--- src/rtl/core/ofl_pkg.sv ---
// Shared types and constants for the overcurrent fault latch.
// Used by the interfaces, the channel lanes, the fault merge and the top level.
`default_nettype none

package ofl_pkg;

  localparam int THR_W    = 12;
  localparam int COUNT_W  = 16;
  localparam int TOTAL_W  = 32;
  localparam int CFG_W    = 16;
  localparam int CFG_IDX_W = 3;

  localparam logic [COUNT_W-1:0] HOLD_MARGIN = COUNT_W'(200);

  typedef enum logic [CFG_IDX_W-1:0] {
    CFG_THRESHOLD_A    = 3'd0,
    CFG_THRESHOLD_B    = 3'd1,
    CFG_TRIP_WINDOW    = 3'd2,
    CFG_CLEAR_HOLD     = 3'd3,
    CFG_HEARTBEAT_PER  = 3'd4
  } cfg_idx_e;

  typedef struct packed {
    logic [COUNT_W-1:0] clear_hold;
    logic [COUNT_W-1:0] heartbeat_period;
  } ofl_cfg_t;

  typedef struct packed {
    logic at_window_a;
    logic at_window_b;
  } ofl_lane_st_t;

  typedef struct packed {
    logic               fault_active;
    logic               drive_enable;
    logic               led_on;
    logic               tripped_now;
    logic               cleared_now;
    logic [TOTAL_W-1:0] trips_total;
  } ofl_result_t;

endpackage

`default_nettype wire

--- src/rtl/core/ofl_lane.sv ---
// One channel lane: threshold compare and saturating consecutive-over count.
// Depends on ofl_pkg.
`default_nettype none

module ofl_lane
  import ofl_pkg::*;
#(
  parameter int SAMPLE_BITS = 12
) (
  input  wire logic                   clk_i,
  input  wire logic                   rst_ni,
  input  wire logic                   take_i,
  input  wire logic                   clear_i,
  input  wire logic [SAMPLE_BITS-1:0] sample_i,
  input  wire logic [THR_W-1:0]       threshold_i,
  input  wire logic [COUNT_W-1:0]     window_i,
  output logic                        at_window_o
);

  localparam int CMP_W = (SAMPLE_BITS > THR_W) ? SAMPLE_BITS : THR_W;

  logic [COUNT_W-1:0] count_q, count_d;
  logic               over;

  assign over = CMP_W'(sample_i) > CMP_W'(threshold_i);

  always_comb begin
    if (!over) begin
      count_d = '0;
    end else if (&count_q) begin
      count_d = count_q;
    end else begin
      count_d = count_q + COUNT_W'(1);
    end
  end

  assign at_window_o = count_d >= window_i;

  always_ff @(posedge clk_i or negedge rst_ni) begin
    if (!rst_ni) begin
      count_q <= '0;
    end else if (take_i) begin
      count_q <= clear_i ? '0 : count_d;
    end
  end

endmodule

`default_nettype wire

--- config.mk ---
export PLATFORM = sky130hd
export DESIGN_NAME = ofl_lane
export DESIGN_NICKNAME = d
export VERILOG_FILES = /design/src/rtl/core/ofl_pkg.sv /design/src/rtl/core/ofl_lane.sv
export SDC_FILE = /design/constraint.sdc
export NUM_CORES = 1
export LEC_CHECK = 0
export BUFFER_PORTS_ARGS = -buffer_cell sky130_fd_sc_hd__buf_2
export CAP_MARGIN = 15
export CORE_ASPECT_RATIO = 2
export CORE_MARGIN = 2
export CORE_UTILIZATION = 55
export DETAILED_ROUTE_END_ITERATION = 7
export PLACE_DENSITY = 0.89
export SETUP_SLACK_MARGIN = 0.4
export SYNTH_ARGS = -nofsm -noshare
export SYNTH_HDL_FRONTEND = slang
export SYNTH_SLANG_ARGS = --single-unit
--- constraint.sdc ---
create_clock -name clk_i -period 5 [get_ports clk_i]
set_clock_uncertainty 0.15 [all_clocks]
set_input_delay 0.75 -clock clk_i [delete_from_list [all_inputs] [get_ports clk_i]]
set_output_delay 0.75 -clock clk_i [all_outputs]
set_load 0.005 [all_outputs]
### Word level (Yosys, flattened, before mapping)

Index checks and enable logic that the tools add are counted.

* bits in registers: 16
* latch bits: 0
* word-level logic and storage cells: 8
* memories kept: 0
* ROM bits: 0
* input bits: 44
* memory bits (writable): 0
* output and inout bits: 1

* reduce and logical (&&, ||, !) cells: 1
* equal/unequal tests: 0
* $add $sub $neg: 1
* multiply operators: 0
* shifts and indexed selects: 0
* divide/modulo/power cells: 0
* bitwise logic cells: 0
* muxes and demuxes: 3
* order comparisons: 2

Operator list (count)
* 2-to-1 mux 16 bit: 3
* adder 16 x 1 -> 16 bit (second input constant): 1
* >= comparator 16 bit: 1
* AND reduction 16 bit: 1
* > comparator 12 bit: 1

### Logic depth before layout (Yosys ltp)

* depth after elaboration: 4
* mapped depth: 17
* gate-level depth less buffers: 15

### Worst setup path after synthesis

OpenSTA, ideal clock, no wires.

* kind: input-to-output
* start point: input threshold_i[1]
* end point: output at_window_o
* path buffers: 2
* data required time: 4.100 ns
* arrival: 3.623 ns
* setup slack: 0.477 ns
* stages: 17
* cell sequence: inv_1 > ha_1 > nor2b_2 > o211ai_2 > a211oi_2 > a2111oi_2 > or2_1 > buf_6 > buf_6 > o21bai_1 > ha_1 > nand2b_1 > a21o_1 > a21oi_1 > o21ai_0 > a211o_1 > a221o_1

* word-level cells in the longest chain between the ends: 3

RTL lines
* start, declared: RTL line ofl_lane.sv:15 `input wire logic [THR_W-1:0] threshold_i,`
* > comparator 12 bit: RTL line ofl_lane.sv:25 `assign over = CMP_W'(sample_i) > CMP_W'(threshold_i);`
* 2-to-1 mux 16 bit: RTL line ofl_lane.sv:28 `if (!over) begin`
* >= comparator 16 bit: RTL line ofl_lane.sv:37 `assign at_window_o = count_d >= window_i;`
* end, declared: RTL line ofl_lane.sv:17 `output logic at_window_o`

Every way passes these cells.

### Worst setup path after layout

* start point: input sample_i[11]
* end point: output at_window_o

* word-level cells in the longest chain between the ends: 3

RTL lines
* start, declared: RTL line ofl_lane.sv:14 `input wire logic [SAMPLE_BITS-1:0] sample_i,`
* > comparator 12 bit: RTL line ofl_lane.sv:25
* 2-to-1 mux 16 bit: RTL line ofl_lane.sv:28
* >= comparator 16 bit: RTL line ofl_lane.sv:37

Every way passes these cells.

==> summary.txt <==
Yosys
  • Post-synth EDFFs: 0
  • Netlist cell types: 55
  • Synthesized area: 2027 sq um
  • Register area share after synthesis: 19.75%
  • Yosys warns: 0
  • Mapped Avg Cell Area: 8.411 sq um
  • Async set or reset register ratio after synthesis: 100.0%
  • Number of synthesized register bits: 16
  • Area contributors post-synth: dfrtp_1 (20%), ha_1 (18%), inv_1 (6.9%)
  • Synth top cells by count: inv_1 (37), ha_1 (29), nor2_1 (24)
  • Top-count cell post-synth: inv_1
  • Syn Nets: 314
  • Synth top area share: 19.75%
  • Post-Syn Instances: 241
  • Synth Flop Type: dfrtp_1
  • Yosys top cell by area: dfrtp_1

Status
  • Status: finished clean

Timing
  • RSZ-0062 raised after global routing: true
  • Fmax: 0.2121 GHz
  • Endpoints failing setup: 0
  • Min cycle time layout: 4714 ps
  • Final period utilization: 94.29%
  • TNS Setup: 0 ps
  • Actual slew at the worst max-slew pin: 563.7 ps
  • Slew margin rel.: 61.93%
  • Final Hold Fails: 0
  • Final slew viol count: 0
  • Fin worst setup slack: 285.6 ps
  • Hold slack: 254.8 ps

Placement
  • Final Wtd Congestion: 0.9256
  • Number of I/O port buffers: 44
  • Dpl cells: 329
  • Hpwl dp: 4263 um
  • DP Area: 2277 sq um
  • Pre-CTS WS: 135.1 ps

Route
  • Final Routed Wirelength: 6267 um
  • # DRC: 0
  • Drt wl/cell: 18.54 um
  • ANT nets after route: 0
  • Vias: 2,067
  • Vias per cell: 6.115
  • Drt pass-1 iters: 4
  • 1st-iter DRT viols: 91

Clock tree
  • CTS tree: done
  • Clock buffer count from CTS: 3
  • Htree depth: 1
  • Clock Latency Late Sink: 250 ps
  • Clock Path Buffers: 2
  • Clk slew on worst S/H paths: 60 ps
  • Root buf cell: clkbuf_8
  • Clock sink count: 16

Power
  • Lkg Pwr: 1.273 nW
  • Final Power: 365.5 uW
  • Reg power frac: 36.3%
  • Max IR drop VDD: 0.1240 mV
  • Pint: 248.6 uW
  • Comb pwr share: 36.5%
  • P_sw: 116.9 uW
  • Power per cell area: 138.9 nW/um^2
  • Clock power frac: 27.3%
  • Switching Fraction: 31.99%

Critical path
  • WP data required: 4100 ps
  • Crit path capture type: output port
  • R2r setup slk: 2730 ps
  • Arrival @ worst endpoint: 3810 ps
  • Worst Setup Start Kind: primary input
  • Worst-path maximum fanout: 5
  • CP Class: in2out

Cells and area
  • Final Util: 73.74%
  • Layout area overhead: 29.81%
  • Fin cells: 338
  • Biggest regs: count_q: 16 flops
  • Post-route cell area: 2631 sq um
  • Fill cell count: 247
  • Antenna cells: 0
  • Top reg by flops: count_q
  • Multi-input gate area: 1640 sq um
  • Register area: 400.4 sq um
  • Nets: 364
  • Number of flip-flops in the largest register: 16
  • Layout cells sized above 1: 35.29%

GRT
  • Initial antenna violation count: 0
  • Global-route wire length before repair: 8942 um
  • Total global routing track utilization: 28.46%
  • Largest net degree at the start of global routing: 25
  • Grt ovf: 0
  • Vias in the first global route: 2,154

Floorplan
  • Die H: 89.85 um
  • Initial core utilization: 56.80%
  • Top Ports: 45
  • Rows: 31
  • Core area: 3568 sq um
  • Die Area: 4216 sq um
  • Die width: 46.93 um

Worst hold path
  • Hold Path Class: in2async

Job
  • Max-cap viol count: 0
## cells in the final DEF (no fill, tap or decap), types with 2 or more instances in the layout
cell type / instances
ha_4: 9
nor4_1: 2
nor3_1: 6
nor2_2: 2
mux2i_1: 4
inv_1: 33
a21oi_4: 2
a21oi_1: 14
ha_1: 20
buf_4: 6
a211oi_2: 3
clkbuf_8: 3
a21o_1: 6
a21oi_2: 2
nand4_4: 2
nand2_1: 7
nand3_1: 7
nor2b_1: 3
buf_6: 10
inv_2: 3
nor2_1: 21
o21ai_0: 4
o21ai_1: 2
xnor2_1: 6
dfrtp_1: 16
o32ai_2: 4
and2_1: 2
nand4_1: 9
o32ai_1: 5
a31oi_1: 3
nor2_4: 3
buf_2: 37
xor2_1: 2
## cell families after synthesis
| family | count (synthesis) | synth area share [%] |
|---|---|---|
| multiplexers | 5 | 2.531 |
| adder cells (fa/ha/maj) | 29 | 17.90 |
| AO/OA/AOI/OAI | 60 | 23.70 |
| AND/OR/NAND/NOR | 77 | 22.96 |
| buffers and inverters | 46 | 9.690 |
| flip-flops | 16 | 19.75 |
| XOR/XNOR | 8 | 3.457 |
## layer usage
| metal | GRT usage, % | vias up | part of all wire [%] |
|---|---|---|---|
| li1 | - | 968 | - |
| met1 | 24.59 | 955 | 31 |
| met2 | 53.31 | 104 | 57 |
| met3 | 3.012 | 40 | 5.1 |
| met4 | 18.75 | 0 | 7.6 |
| met5 | 0 | - | 0 |
## final cells by class
cell class,instances,share of cell area [%]
clock buffer,3,1.569
inverter,38,5.516
multi-input combinational,179,62.34
sequential,16,15.22
tap,49,2.330
timing repair buffer,53,13.03
## worst paths after layout
check | depth (start not counted) | end | startpoint
max in group asynchronous | 1 | count_q[4] | rst_ni
worst max-delay path | 15 | at_window_o | sample_i[11]
worst min register to register | 1 | count_q[15] | count_q[15]
worst max register to register | 7 | count_q[0] | count_q[0]
min in group clk_i | 1 | count_q[15] | count_q[15]
worst min-delay path | 1 | count_q[2] | rst_ni
## worst max-delay path: stages
cell and delay, ps:
buf_6 100, ha_4 260, nand4_1 230, a211oi_2 420, a2111oi_4 70, or2_4 270
o21bai_4 180, ha_1 290, nand2b_4 130, a21o_1 160, a21oi_1 120, o21ai_1 70
a211o_1 300, a221o_1 330, buf_2 120
## power groups by stage
| stage | Clock (mW) | Sequential (mW) | Combinational (mW) |
|---|---|---|---|
| floorplan | 0 | 0.134 | 0.0594 |
| global placement | 0 | 0.135 | 0.0872 |
| detailed placement | 0 | 0.135 | 0.0908 |
| CTS | 0.100 | 0.132 | 0.104 |
| global route | 0.102 | 0.133 | 0.145 |
| finish | 0.0997 | 0.133 | 0.133 |
## what timing repair did
action | 4_1_cts | 5_1_grt
gates resized for setup | 10 | 33
endpoints found under the setup margin | 1 | 1
buffers inserted | 3 | 2
gates cloned | 1 | 0
pin swaps | 7 | 22
hold buffers | 0 | 0
Note: power is estimated with default switching activity, not from simulation.
