## config.mk

```make
export PLATFORM = sky130hd
export DESIGN_NAME = ofl_merge
export DESIGN_NICKNAME = d
export VERILOG_FILES = /design/src/rtl/core/ofl_pkg.sv /design/src/rtl/core/ofl_merge.sv
export SDC_FILE = /design/constraint.sdc
export NUM_CORES = 1
export LEC_CHECK = 0
export BUFFER_PORTS_ARGS = -buffer_cell sky130_fd_sc_hd__buf_2
export CORE_MARGIN = 2
export CORE_UTILIZATION = 50
export DETAILED_ROUTE_END_ITERATION = 10
export PLACE_DENSITY = 0.75
export SLEW_MARGIN = 0
export SYNTH_ARGS = -nofsm -noshare
export SYNTH_HDL_FRONTEND = slang
export SYNTH_SLANG_ARGS = --single-unit
```

## constraint.sdc

```tcl
create_clock -name clk_i -period 7.9 [get_ports clk_i]
set_input_delay 1.58 -clock clk_i [delete_from_list [all_inputs] [get_ports clk_i]]
set_output_delay 1.58 -clock clk_i [all_outputs]
set_load 0.01 [all_outputs]
```

## src/rtl/core/ofl_pkg.sv

```systemverilog
// Shared types and constants for the overcurrent fault latch.
// Used by the interfaces, the channel lanes, the fault merge and the top level.
`default_nettype none

package ofl_pkg;

  localparam int THR_W    = 12;
  localparam int COUNT_W  = 16;
  localparam int TOTAL_W  = 32;
  localparam int CFG_W    = 16;
  localparam int CFG_IDX_W = 3;

  localparam logic [COUNT_W-1:0] HOLD_MARGIN = COUNT_W'(200);

  typedef enum logic [CFG_IDX_W-1:0] {
    CFG_THRESHOLD_A    = 3'd0,
    CFG_THRESHOLD_B    = 3'd1,
    CFG_TRIP_WINDOW    = 3'd2,
    CFG_CLEAR_HOLD     = 3'd3,
    CFG_HEARTBEAT_PER  = 3'd4
  } cfg_idx_e;

  typedef struct packed {
    logic [COUNT_W-1:0] clear_hold;
    logic [COUNT_W-1:0] heartbeat_period;
  } ofl_cfg_t;

  typedef struct packed {
    logic at_window_a;
    logic at_window_b;
  } ofl_lane_st_t;

  typedef struct packed {
    logic               fault_active;
    logic               drive_enable;
    logic               led_on;
    logic               tripped_now;
    logic               cleared_now;
    logic [TOTAL_W-1:0] trips_total;
  } ofl_result_t;

endpackage

`default_nettype wire

```

## src/rtl/core/ofl_merge.sv

```systemverilog
// Fault merge: combines lane trip flags, runs the latch, button clear and heartbeat.
// Depends on ofl_pkg.
`default_nettype none

module ofl_merge
  import ofl_pkg::*;
(
  input  wire logic         clk_i,
  input  wire logic         rst_ni,
  input  wire logic         take_i,
  input  wire logic         button_i,
  input  wire ofl_lane_st_t lane_st_i,
  input  wire ofl_cfg_t     cfg_i,
  output logic              clear_o,
  output ofl_result_t       res_o
);

  logic               in_fault_q, in_fault_d;
  logic               led_q, led_d;
  logic [COUNT_W-1:0] hold_q, hold_d;
  logic [COUNT_W-1:0] beat_q, beat_d;
  logic [TOTAL_W-1:0] total_q, total_d;

  logic               trip;
  logic               clear;
  logic [COUNT_W:0]   cap_wide;
  logic [COUNT_W-1:0] cap;
  logic [COUNT_W-1:0] hold_inc;
  logic               led_base;
  logic [COUNT_W:0]   beat_next;

  assign trip     = !in_fault_q && (lane_st_i.at_window_a || lane_st_i.at_window_b);
  assign cap_wide = {1'b0, cfg_i.clear_hold} + {1'b0, HOLD_MARGIN};
  assign cap      = cap_wide[COUNT_W] ? '1 : cap_wide[COUNT_W-1:0];
  assign hold_inc = (hold_q < cap) ? hold_q + COUNT_W'(1) : hold_q;
  assign clear    = in_fault_q && button_i && (hold_inc >= cfg_i.clear_hold);

  always_comb begin
    in_fault_d = in_fault_q;
    led_base   = led_q;
    hold_d     = hold_q;
    if (trip) begin
      in_fault_d = 1'b1;
      led_base   = 1'b1;
    end else if (clear) begin
      in_fault_d = 1'b0;
      led_base   = 1'b0;
    end
    if (in_fault_q) begin
      hold_d = (button_i && !clear) ? hold_inc : '0;
    end

    beat_next = {1'b0, beat_q} + (COUNT_W+1)'(1);
    beat_d    = beat_q;
    led_d     = led_base;
    if (!in_fault_d) begin
      if (beat_next >= {1'b0, cfg_i.heartbeat_period}) begin
        beat_d = '0;
        led_d  = !led_base;
      end else begin
        beat_d = beat_next[COUNT_W-1:0];
      end
    end

    total_d = total_q + TOTAL_W'(trip);
  end

  assign clear_o = clear;

  always_comb begin
    res_o.fault_active = in_fault_d;
    res_o.drive_enable = !in_fault_d;
    res_o.led_on       = led_d;
    res_o.tripped_now  = trip;
    res_o.cleared_now  = clear;
    res_o.trips_total  = total_d;
  end

  always_ff @(posedge clk_i or negedge rst_ni) begin
    if (!rst_ni) begin
      in_fault_q <= 1'b0;
      led_q      <= 1'b0;
      hold_q     <= '0;
      beat_q     <= '0;
      total_q    <= '0;
    end else if (take_i) begin
      in_fault_q <= in_fault_d;
      led_q      <= led_d;
      hold_q     <= hold_d;
      beat_q     <= beat_d;
      total_q    <= total_d;
    end
  end

endmodule

`default_nettype wire

```

# Yosys cells after proc, flatten, opt, wreduce, memory -nomap -nowiden
# Index checks and enable logic that the tools add are counted.
[classes] n_lt_le_gt_ge=3 addsub=4 muxes=10 n_eq_ne=0 reduce_logical=11 n_bitwise=1 n_mul=0 n_div=0 shift=0
[ops] operator="two-way mux 16 bit" count=4
[ops] operator="adder 32 x 1 -> 32 bit" count=1
[ops] operator="adder 16 x 1 -> 17 bit, second input constant" count=1
[ops] operator="adder 16 x 8 -> 17 bit, second input constant" count=1
[ops] operator=">= comparator 17 x 16 -> 1 bit" count=1
[ops] operator="adder 16 x 1 -> 16 bit, second input constant" count=1
[ops] operator=">= comparator 16 bit" count=1
[ops] operator="< comparator 16 bit" count=1
[ops] operator="two-way mux 1 bit" count=6
[ops] operator="logical AND 1 bit" count=4
[ops] operator="zero test 1 bit" count=4
[ops] operator="AND reduction 2 bit" count=2
[ops] operator="logical OR 1 bit" count=1
[ops] operator="NOT 1 bit" count=1
[word_totals] ff_bits=66 mem_count=0 romBits=0 ram_bits=0 output_inout_bits=38 latchBits=0

# Logic depth before layout (Yosys ltp)
# Gate-level depths: netlist of run 1.
[logic_depth] ltp_word=11 mapped_depth=25 ltp_nobuf=23

# Worst setup path before layout of run 1
# No wires, ideal clock.
[synth_timing] path_kind="input port to output port" startpoint="input port cfg_i[21] (netlist bit)" endpoint="output port res_o[34] (netlist bit)" t_required_ps=6320 path_slack_ps=681 path_buffers=4 arrival_ps=5639 path_stages=24 cell_sequence="a311o_1 > buf_4 > and3_1 > clkbuf_1 > nor2_1 > ha_1 > a21o_1 > a21o_1 > a21o_1 > a221oi_4 > and4_1 > buf_2 > and3_1 > xor2_1 > ha_1 > nand2_1 > o21ai_0 > a21oi_1 > o21ai_0 > nand3_1 > inv_1 > o21ai_0 > o211ai_1 > buf_4"
[synth_between] elab_chain_len=11
[synth_lines] item="start: declaration" line_no="ofl_merge.sv:13" source="input wire ofl_cfg_t cfg_i,"
[synth_lines] item="adder 16 x 8 -> 17 bit" line_no="ofl_merge.sv:33" source="assign cap_wide = {1'b0, cfg_i.clear_hold} + {1'b0, HOLD_MARGIN};"
[synth_lines] item="two-way mux 16 bit" line_no="ofl_merge.sv:34" source="assign cap = cap_wide[COUNT_W] ? '1 : cap_wide[COUNT_W-1:0];"
[synth_lines] item="< comparator 16 bit" line_no="ofl_merge.sv:35" source="assign hold_inc = (hold_q < cap) ? hold_q + COUNT_W'(1) : hold_q;"
[synth_lines] item="two-way mux 16 bit" line_no="ofl_merge.sv:35"
[synth_lines] item=">= comparator 16 bit (*)" line_no="ofl_merge.sv:36" source="assign clear = in_fault_q && button_i && (hold_inc >= cfg_i.clear_hold);"
[synth_lines] item="logical AND 1 bit (*)" line_no="ofl_merge.sv:36"
[synth_lines] item="net clear_o" line_no="ofl_merge.sv:14" source="output logic clear_o,"
[synth_lines] item="two-way mux 1 bit" line_no="ofl_merge.sv:45" source="end else if (clear) begin"
[synth_lines] item="two-way mux 1 bit" line_no="ofl_merge.sv:42" source="if (trip) begin"
[synth_lines] item="zero test 1 bit" line_no="ofl_merge.sv:59" source="led_d = !led_base;"
[synth_lines] item="two-way mux 1 bit" line_no="ofl_merge.sv:57" source="if (beat_next >= {1'b0, cfg_i.heartbeat_period}) begin"
[synth_lines] item="two-way mux 1 bit (*)" line_no="ofl_merge.sv:56" source="if (!in_fault_d) begin"
[synth_lines] item="end: declaration" line_no="ofl_merge.sv:15" source="output ofl_result_t res_o"
# Mark *: on every way through the listed nets, which the timed path passes. The rest lies on a longest branch.

==> results of run 1 <==
-- final cells by class --
cell class | instances | area [sq um] | area share
multi-input cells | 502 | 3520 | 0.573
flip-flops and latches | 66 | 1650 | 0.269
repair buffers | 80 | 417 | 0.0679
well taps | 140 | 175 | 0.0286
inverters | 39 | 146 | 0.0239
clock buffers | 10 | 138 | 0.0224
clock inverters | 6 | 88.8 | 0.0145
-- registers in the layout, summed over array words and instances, names as in the netlist --
signal / count
beat_q: 16
total_q: 32
hold_q: 16
in_fault_q: 1
led_q: 1
-- worst register-to-register path, cell delays in order, from the launching register on --
cell and delay (ns):
dfrtp_1 0.61, ha_1 0.32, nand4_1 0.12, nor4_1 0.07, a221o_1 0.39, a221oi_4 0.22
buf_6 0.19, nand4_2 0.16, nor2_1 0.17, xor2_1 0.16, ha_1 0.26, a21oi_1 0.15
o21ai_0 0.09, a21oi_1 0.19, o211a_1 0.67, and4b_1 0.29, a22oi_1 0.06, o21ai_0 0.13
-- kinds of logic (layout without fill, tap and decap cells) --
logic type / Yosys count / in the layout / synth area share
compound gates: 110 / 110 / 0.134
flops: 66 / 66 / 0.305
simple gates: 237 / 237 / 0.223
buf+inv: 65 / 135 / 0.0494
xor+xnor: 95 / 95 / 0.154
fa+ha+maj: 52 / 52 / 0.120
mux: 8 / 8 / 0.0157
-- worst paths after layout --
| path | slack (ns) | startpoint | cells after the start | end |
|---|---|---|---|---|
| setup / recovery | 0.36 | cfg_i[19] | 26 | res_o[34] |
| hold / removal | 0.51 | total_q[31] | 1 | total_q[31] |
| setup reg to reg | 3.54 | hold_q[6] | 17 | hold_q[8] |
| hold reg to reg | 0.51 | total_q[31] | 1 | total_q[31] |
| max in group asynchronous | 5.91 | rst_ni | 2 | total_q[3] |
| min in group asynchronous | 1.43 | rst_ni | 2 | total_q[31] |
-- what timing repair did --
item | 4_1_cts | 5_1_grt
endpoints found under the setup margin | 0 | 5
buffers inserted | 0 | 1
hold buffers | 0 | 0
resized for setup | 0 | 10
-- power by group through the flow --
stage                     Combinational [mW]  Sequential [mW]  Clock, mW
after floorplan                       0.0695            0.360          0
after global placement                 0.104            0.361          0
after detailed placement               0.109            0.362          0
after CTS                              0.110            0.355      0.327
after global routing                   0.128            0.357      0.342
final                                  0.110            0.356      0.323
-- per-layer routing --
metal	global-route usage	routed length, um	up-vias	part of all wire
li1	-	-	2363	-
met3	0.0362	554	31	0.044
met1	0.287	5760	2291	0.46
met4	0.0861	323	0	0.026
met2	0.370	6000	119	0.47
met5	0	0	-	0
-- cell usage after synthesis, types with 3 or more instances --
library cell / instances
nand2_1: 73
nand4_1: 22
xnor2_1: 58
o21bai_1: 4
nand2b_1: 4
nor2b_1: 4
buf_4: 5
a21oi_1: 26
nand3_1: 33
a22oi_1: 3
o211ai_1: 5
and4_1: 8
mux2_2: 4
nor3_1: 13
mux2i_1: 4
nor2_1: 32
dfrtp_1: 66
and3_1: 25
a21o_1: 7
and2_1: 11
xor2_1: 37
buf_2: 3
a22o_1: 4
and4b_1: 3
a31oi_1: 4
ha_1: 52
clkbuf_1: 17
o21ai_0: 31
inv_1: 39
o31ai_1: 6
-- placed cells by master (no fill, tap or decap), types with 5 or more instances in the layout --
master / instances
and2_1: 11
inv_1: 39
o31ai_1: 6
nor2_1: 32
a21oi_1: 24
xnor2_1: 58
clkbuf_8: 10
dfrtp_1: 66
nor3_1: 13
nand2_1: 73
o21ai_0: 29
a21o_1: 7
nand4_1: 22
nand3_1: 33
buf_2: 75
ha_1: 52
o211ai_1: 5
and3_1: 24
xor2_1: 37
and4_1: 7
-- stage by stage --
stage                     utilization  instance area (sq um)  hold slack, ns  std cells
after floorplan                     -                   5420           0.466        633
after global placement          0.549                   5880           0.480        826
after detailed placement        0.549                   5880           0.496        826
after CTS                       0.571                   6100           0.509        842
after global routing            0.573                   6130           0.545        843
final                           0.573                   6130           0.508        843
==> metrics.cfg, run 1 <==
[run_status]
status=finished clean

[final_layout]
drive_above_1_share=0.156
num_antenna_cells=0
fillers=956
syn_to_final_growth_pct=13.2
fin_nets=788

[worst_setup_path]
cp.arrival_ns=5.96
critical_path_required_ns=6.32
cpPeakStageDelay_ns=0.39
cp_slowest_cell=a221o_1
worstSetupEndpointType=primary output
path_common_cell=ha_1
path_class=in -> out
worstPathBufferInverterCount=4
critPathTopFamily=compound AO/OA/AOI/OAI gates
cp_max_fo=11
cp-start-kind=input pin

[cts]
cts_sinks=66
htreeDepth=3
path_clk_slew_ns=0.08
clk_latency_ns=0.34
clock_path_buffers=2
cts_root_buf=clkbuf_8
cts_inserted_buffers=9
cts_tree=done

[die]
rows=38
initial_utilization=0.507
die-area_sq_um=11700
die_h_um=108
io-pin-count=76
die_w_um=108
core_sq_um=10700

[pwr]
pwr-share-comb=0.140
p_int_mw=0.579
vdd_drop_max_mv=0.110
cellPowerDensity_nw_per_um2=129
seq_power_share=0.451
power_leakage_nw=3.26
sw_frac_of_total=0.266
p_total_mw=0.789
p_sw_mw=0.210
p_clk_frac=0.409

[sta]
finalSetupViolCount=0
worst_slew_pin_slew_ns=0.863
period_needed_ns=7.54
tns_ns=0
slew_headroom=0.419
drv_slew=0
skew_ns=0.00772
fin_crit_sh=0.954
worst_slack_ns=0.363
fmax_mhz=133
hold_viol=0

[yosys]
synthCells=633
yosysWarningCount=0
ys.flop_type=dfrtp_1
synth_cell_types=52
ys_top_cells_by_area=dfrtp_1 (30%), ha_1 (12%), xnor2_1 (9.4%)
async_flop_share=1.00
yosysTopAreaCellShare=0.305
syn_area_sq_um=5420
ys_seq_area_frac=0.305
synthesis.nets=723
synth_area_leader_cell=dfrtp_1
ys_seq_elements=66
syn_area_per_cell_sq_um=8.56
synth-edff-count=0

[grt]
first_global_vias=4566
grt_pass1_wl_um=20900
grt_start_max_net_pins=67
antenna_found_initial=0
gr-total-overflow=0
grt.total_usage=0.221

[placement]
hpwl_um=9490
dp_slack_ns=0.141
port_buffers=75
gp_congestion=0.963

[drt]
wl_per_cell_um=15.0
drtPass1Iterations=5
ant_nets=0
vias=4804
drt-total-wl_um=12600
drtIter0Drc=259
drc=0
via_per_inst=5.70

[run]
cap_violations=0

[worst_hold_path]
hold_path.class=reg -> reg

No activity file was read; power rests on OpenSTA's default activity.
==> inputs of run 2 (changes only) <==
ABC_AREA = 1   (was unset)
CORE_UTILIZATION = 40   (was 50)
GPL_ROUTABILITY_DRIVEN = 1   (was unset)
PLACE_DENSITY = 0.63   (was 0.75)
==> metrics.cfg, run 2 <==
[worst_setup_path]
path_class=in -> out
path_common_cell=nand2_1
reg2reg_from=hold_q[9]
cp_slowest_cell=ha_1
critPathTopFamily=simple AND/OR/NAND/NOR gates
worstSetupEndpointType=primary output
cp-start-kind=input pin
cp.arrival_ns=5.72  ; -0.24 ns
reg2reg_to=beat_q[4]
cpPeakStageDelay_ns=0.31  ; -0.08 ns
critical_path_required_ns=6.32  ; about the same
rrSetupSlack_ns=3.89  ; +0.35 ns
cp_max_fo=17  ; +6
worstPathBufferInverterCount=4  ; unchanged
reg2regPathDepth=19  ; +2

[die]
die_w_um=124  ; +14%
core_sq_um=13900  ; +30%
die-area_sq_um=15300  ; +31%
io-pin-count=76  ; unchanged
initial_utilization=0.411  ; -0.0954
rows=43  ; +13%
die_h_um=124  ; +14%

[sta]
skew_ns=0.00869  ; +0.000973 ns
period_needed_ns=7.30  ; -0.237 ns
fmax_mhz=137  ; +3.2%
slew_headroom=0.377  ; -0.0419
hold_viol=0  ; unchanged
drv_slew=0  ; unchanged
tns_ns=0  ; unchanged
fin_crit_sh=0.924  ; -0.0300
worst_slew_pin_slew_ns=0.934  ; +0.0708 ns
finalSetupViolCount=0  ; unchanged
rsz0062_at_grt=false

[drt]
drc=0  ; unchanged
drt-total-wl_um=13000  ; +2.8%
via_per_inst=4.71  ; -17%
drtPass1Iterations=4  ; -1
vias=5049  ; +5.1%
wl_per_cell_um=12.1  ; -19%
ant_nets=0  ; unchanged
drtIter0Drc=227  ; -12%

[yosys]
async_flop_share=1.00  ; unchanged
synth-edff-count=0  ; unchanged
synth_cell_types=42  ; -19%
ys_seq_area_frac=0.288  ; -0.0165
synthCells=818  ; +29%
synth_commonest_cells=nand2_1 (230), inv_1 (140), dfrtp_1 (66)
ys_seq_elements=66  ; unchanged
yosysTopAreaCellShare=0.288  ; -0.0165
ys.flop_type=dfrtp_1
ys_top_cells_by_area=dfrtp_1 (29%), nand2_1 (15%), ha_1 (11%)
syn_area_sq_um=5730  ; +5.7%
synth_area_leader_cell=dfrtp_1
syn_area_per_cell_sq_um=7.00  ; -18%
synthesis.nets=908  ; +26%
yosysMostFrequentCell=nand2_1
yosysWarningCount=0  ; unchanged

[final_layout]
final_common_cell=nand2_1
reg_top3=total_q (32), beat_q (16), hold_q (16)
syn_to_final_growth_pct=14.4
drive_above_1_share=0.146  ; -0.0107
multi_input_area_sq_um=3430  ; -2.4%
layout_common_cells=nand2_1 (230), inv_1 (140), buf_2 (75)
regMostFlops=total_q
num_antenna_cells=0  ; unchanged
fin_nets=977  ; +24%
fillers=1405  ; +47%
largest_register_ffs=32  ; unchanged
seq_area_sq_um=1650  ; unchanged

[cts]
htreeDepth=3  ; unchanged
cts_sinks=66  ; unchanged
ctsResizeCount=0  ; unchanged
cts_inserted_buffers=9  ; unchanged
path_clk_slew_ns=0.05  ; -0.03 ns
cts_root_buf=clkbuf_16
ctsHoldBuffers=0  ; unchanged
clock_path_buffers=2  ; unchanged
cts_tree=done
clk_latency_ns=0.33  ; about the same
cts_setup_buffers=0  ; unchanged

[pwr]
power_leakage_nw=3.72  ; +14%
vdd_drop_max_mv=0.114  ; +3.7%
cellPowerDensity_nw_per_um2=162  ; +26%
p_total_mw=1.06  ; +35%

[worst_hold_path]
holdPathStages=2  ; +1
hold_path.class=reg -> reg
hp-start=total_q[0]
min_to=total_q[0]

[grt]
gr-total-overflow=0  ; unchanged
grt_pass1_wl_um=22000  ; +5.7%
grt.total_usage=0.181  ; -0.0398
grt_start_max_net_pins=67  ; unchanged
antenna_found_initial=0  ; unchanged
first_global_vias=4834  ; +5.9%

[placement]
gp_congestion=0.860  ; -11%
hpwl_um=9990  ; +5.3%
port_buffers=75  ; unchanged

[run_status]
status=finished clean

[run]
cap_violations=0  ; unchanged

-- run 2: changes by cell type after synthesis, moves of 18 or more --
cell     delta
nand2_1   +157
inv_1     +101
xnor2_1    -57
and3_1     -25
nand3_1    +25
xor2_1     +18
-- run 2: cell families (layout without fill, tap and decap cells) --
group | count (synthesis) | count (layout) | synth area share
DFF | 66 | 66 | 0.288
and+or+nand+nor | 394 | 394 | 0.317
adders and majority gates | 52 | 52 | 0.114
AOI/OAI and AO/OA | 88 | 88 | 0.0823
xor gates and xnor gates | 56 | 56 | 0.0856
buffers and inverters | 162 | 236 | 0.113
-- run 2: worst max-delay path by stage --
stage | cells after the start | startpoint | end
5_1_grt | 29 | cfg_i[19] | res_o[34]
6_report | 29 | cfg_i[19] | res_o[34]
3_3_place_gp | 29 | cfg_i[19] | res_o[34]
2_1_floorplan | 29 | cfg_i[19] | res_o[34]
3_5_place_dp | 29 | cfg_i[19] | res_o[34]
4_1_cts | 29 | cfg_i[19] | res_o[34]
-- run 2: final cells by class --
class                   instances  share of cell area
flip-flops and latches         66               0.252
inverters                     143              0.0819
well taps                     180              0.0344
repair buffers                 77              0.0596
clock buffers                  10              0.0349
clock inverters                 6              0.0137
multi-input cells             590               0.523
-- run 2: per-stage QoR --
stage / cells / setup WS [ns] / instance area [sq um] / hold slack (ns) / util
final: 1072 / 0.600 / 6550 / 0.478 / 0.470
after global routing: 1072 / 0.0631 / 6550 / 0.556 / 0.470
after CTS: 1072 / 0.566 / 6550 / 0.484 / 0.470
after detailed placement: 1056 / 0.561 / 6230 / 0.471 / 0.447
after global placement: 1056 / 0.571 / 6230 / 0.463 / 0.447
after floorplan: 818 / 1.08 / 5730 / 0.448 / -
-- run 2: layer usage --
layer,GRT usage,vias to the layer above,part of all wire
met1,0.253,2238,0.50
met4,0.0391,0,0.0048
met5,0,-,0
met3,0.0311,7,0.040
met2,0.295,84,0.46
li1,-,2720,-
-- run 2: where the power goes --
group / switching (mW) / internal (mW) / total [mW]
registers: 0.0260 / 0.365 / 0.391
logic: 0.148 / 0.0901 / 0.238
clock network: 0.156 / 0.277 / 0.433
total: 0.329 / 0.732 / 1.06
-- run 2: worst reg2reg max path, cell delays in order, from the launching register on --
cell	delay, ns
dfrtp_1	0.46
ha_1	0.34
a21oi_1	0.15
nor2_1	0.05
a211oi_1	0.19
o221a_2	0.48
nand3_1	0.16
nand2_1	0.10
inv_1	0.05
ha_1	0.28
nand2_1	0.09
nor3_1	0.31
nand3_1	0.13
nand3_1	0.14
nand2_1	0.12
nand2_1	0.17
nand2_2	0.12
nor2_4	0.40
nand2_1	0.08
o21ai_0	0.09
==> inputs of run 3 (changes only) <==
ABC_AREA = 0   (was 1)
CORE_MARGIN = 1   (was 2)
==> metrics.cfg, run 3 (synthesized netlist as in run 1, its figures left out) <==
[run_status]
status=finished clean

[drt]
top_layer=met4
dr_wl_met3_um=592  ; +15%
drt-total-wl_um=12700  ; -1.9%
drc=0  ; unchanged
ant_nets=0  ; unchanged
drtPass1Iterations=5  ; +1
drt-met1-wl_um=5990  ; -7.0%
drtIter0Drc=233  ; +2.6%
via_per_inst=5.35  ; +14%
wl_met2_um=5910  ; -1.2%
wl_per_cell_um=14.4  ; +19%
vias=4745  ; -6.0%

[pwr]
vdd_drop_max_mv=0.106  ; -6.6%
power_leakage_nw=3.32  ; -11%
cellPowerDensity_nw_per_um2=132  ; -19%

[grt]
grt_start_max_net_pins=67  ; unchanged
first_global_vias=4559  ; -5.7%
grt_pass1_wl_um=21300  ; -3.2%
gr-total-overflow=0  ; unchanged
antenna_found_initial=0  ; unchanged
grt.total_usage=0.188  ; +0.00675

[final_layout]
final_core_util=0.475  ; +0.00483
final_common_cell=buf_2
final_area_sq_um=6290  ; -4.0%
layout_common_cells=buf_2 (75), nand2_1 (73), dfrtp_1 (66)
num_antenna_cells=0  ; unchanged
drive_above_1_share=0.169  ; +0.0230
largest_register_ffs=32  ; unchanged
fin_nets=796  ; -19%
syn_to_final_growth_pct=16.1
regMostFlops=total_q
reg_top3=total_q (32), beat_q (16), hold_q (16)

[sta]
drv_slew=0  ; unchanged
hold_viol=0  ; unchanged
worst_slack_ns=0.367  ; -0.233 ns
finalSetupViolCount=0  ; unchanged
whs_ns=0.510  ; +0.0318 ns
worst_slew_pin_slew_ns=0.890  ; -0.0434 ns
period_needed_ns=7.53  ; +0.233 ns
fin_crit_sh=0.954  ; +0.0295
slew_headroom=0.406  ; +0.0290
tns_ns=0  ; unchanged
fmax_mhz=133  ; -3.1%
skew_ns=0.00336  ; -0.00532 ns

[die]
die_h_um=118  ; -4.3%
core_sq_um=13200  ; -5.0%
io-pin-count=76  ; unchanged
die_w_um=118  ; -4.3%
rows=42  ; -2.3%
initial_utilization=0.409  ; -0.00195
die-area_sq_um=14000  ; -8.4%

[worst_setup_path]
cp_max_fo=9  ; -8
cp-start-kind=input pin
path_class=in -> out
cp.arrival_ns=5.95  ; +0.23 ns
reg2regPathDepth=17  ; -2
worstSetupEndpointType=primary output
critical_path_required_ns=6.32  ; about the same

[placement]
hpwl_um=9580  ; -4.1%
place_area_sq_um=5930  ; -4.9%
dp_slack_ns=0.147  ; -0.414 ns
port_buffers=75  ; unchanged
gp_congestion=0.895  ; +4.1%

[cts]
ctsHoldBuffers=0  ; unchanged
cts_inserted_buffers=9  ; unchanged
cts_root_buf=clkbuf_16
path_clk_slew_ns=0.05  ; about the same
cts_tree=done
htreeDepth=3  ; unchanged
clock_path_buffers=2  ; unchanged
clk_latency_ns=0.33  ; about the same
cts_sinks=66  ; unchanged

[run]
cap_violations=0  ; unchanged

[worst_hold_path]
hold_path.class=reg -> reg
holdPathStages=1  ; -1

run 3: cell count changes in the layout (fill, tap and decap cells not counted), moves of 14 or more:
cell / delta
xnor2_1: +57
inv_1: -102
nand4_1: +14
xor2_1: -18
nand3_1: -26
o21ai_0: -15
nand2_1: -157
and3_1: +24
run 3: final cells by class:
cell class / instances / area, sq um
fillers: 1323 / 6950
flip-flops and latches: 66 / 1650
multi-input cells: 503 / 3530
repair buffers: 87 / 469
inverters: 39 / 146
clock buffers: 11 / 243
well taps: 176 / 220
clock inverters: 5 / 30.0
run 3: worst paths after layout:
| path | from | end | slack (ns) |
|---|---|---|---|
| max | cfg_i[21] | res_o[35] | 0.37 |
| min | total_q[19] | total_q[19] | 0.51 |
| max reg2reg | hold_q[6] | beat_q[0] | 3.26 |
| min reg2reg | total_q[19] | total_q[19] | 0.51 |
| max in group asynchronous | rst_ni | hold_q[4] | 5.91 |
| min in group asynchronous | rst_ni | beat_q[4] | 1.45 |
run 3: metal layers:
layer  global-route usage  up-vias
li1                     -     2375
met1                0.243     2247
met2                0.310      105
met3               0.0396       18
met4               0.0688        0
met5                    0        -
run 3: where the power goes:
part	switching (mW)	total, mW	internal (mW)
clock	0.145	0.364	0.219
sequential	0.00896	0.356	0.347
combinational	0.0639	0.109	0.0452
total	0.218	0.830	0.612
run 3: per-stage QoR:
stage | power, mW | cells
floorplan | 0.429 | 633
global placement | 0.466 | 863
detailed placement | 0.471 | 863
CTS | 0.841 | 879
global route | 0.877 | 887
finish | 0.830 | 887
run 3: what timing repair did:
item,CTS,global route
endpoints found under the setup margin,0,5
resized for setup,0,11
buffers inserted,0,7
run 3: worst max-delay path, cell delays in order:
cell,delay (ns)
buf_2,0.13
a311o_1,0.47
and3_2,0.29
nor2_1,0.12
ha_1,0.24
a211oi_1,0.25
o21ai_0,0.13
a31o_2,0.28
a221oi_4,0.27
buf_6,0.18
nand4_2,0.15
nor2_2,0.15
xor2_1,0.15
ha_1,0.26
a21oi_1,0.15
o21ai_0,0.12
a21oi_2,0.16
o21ai_1,0.10
nand3_1,0.15
inv_2,0.08
nor2_1,0.30
inv_1,0.07
buf_2,0.14
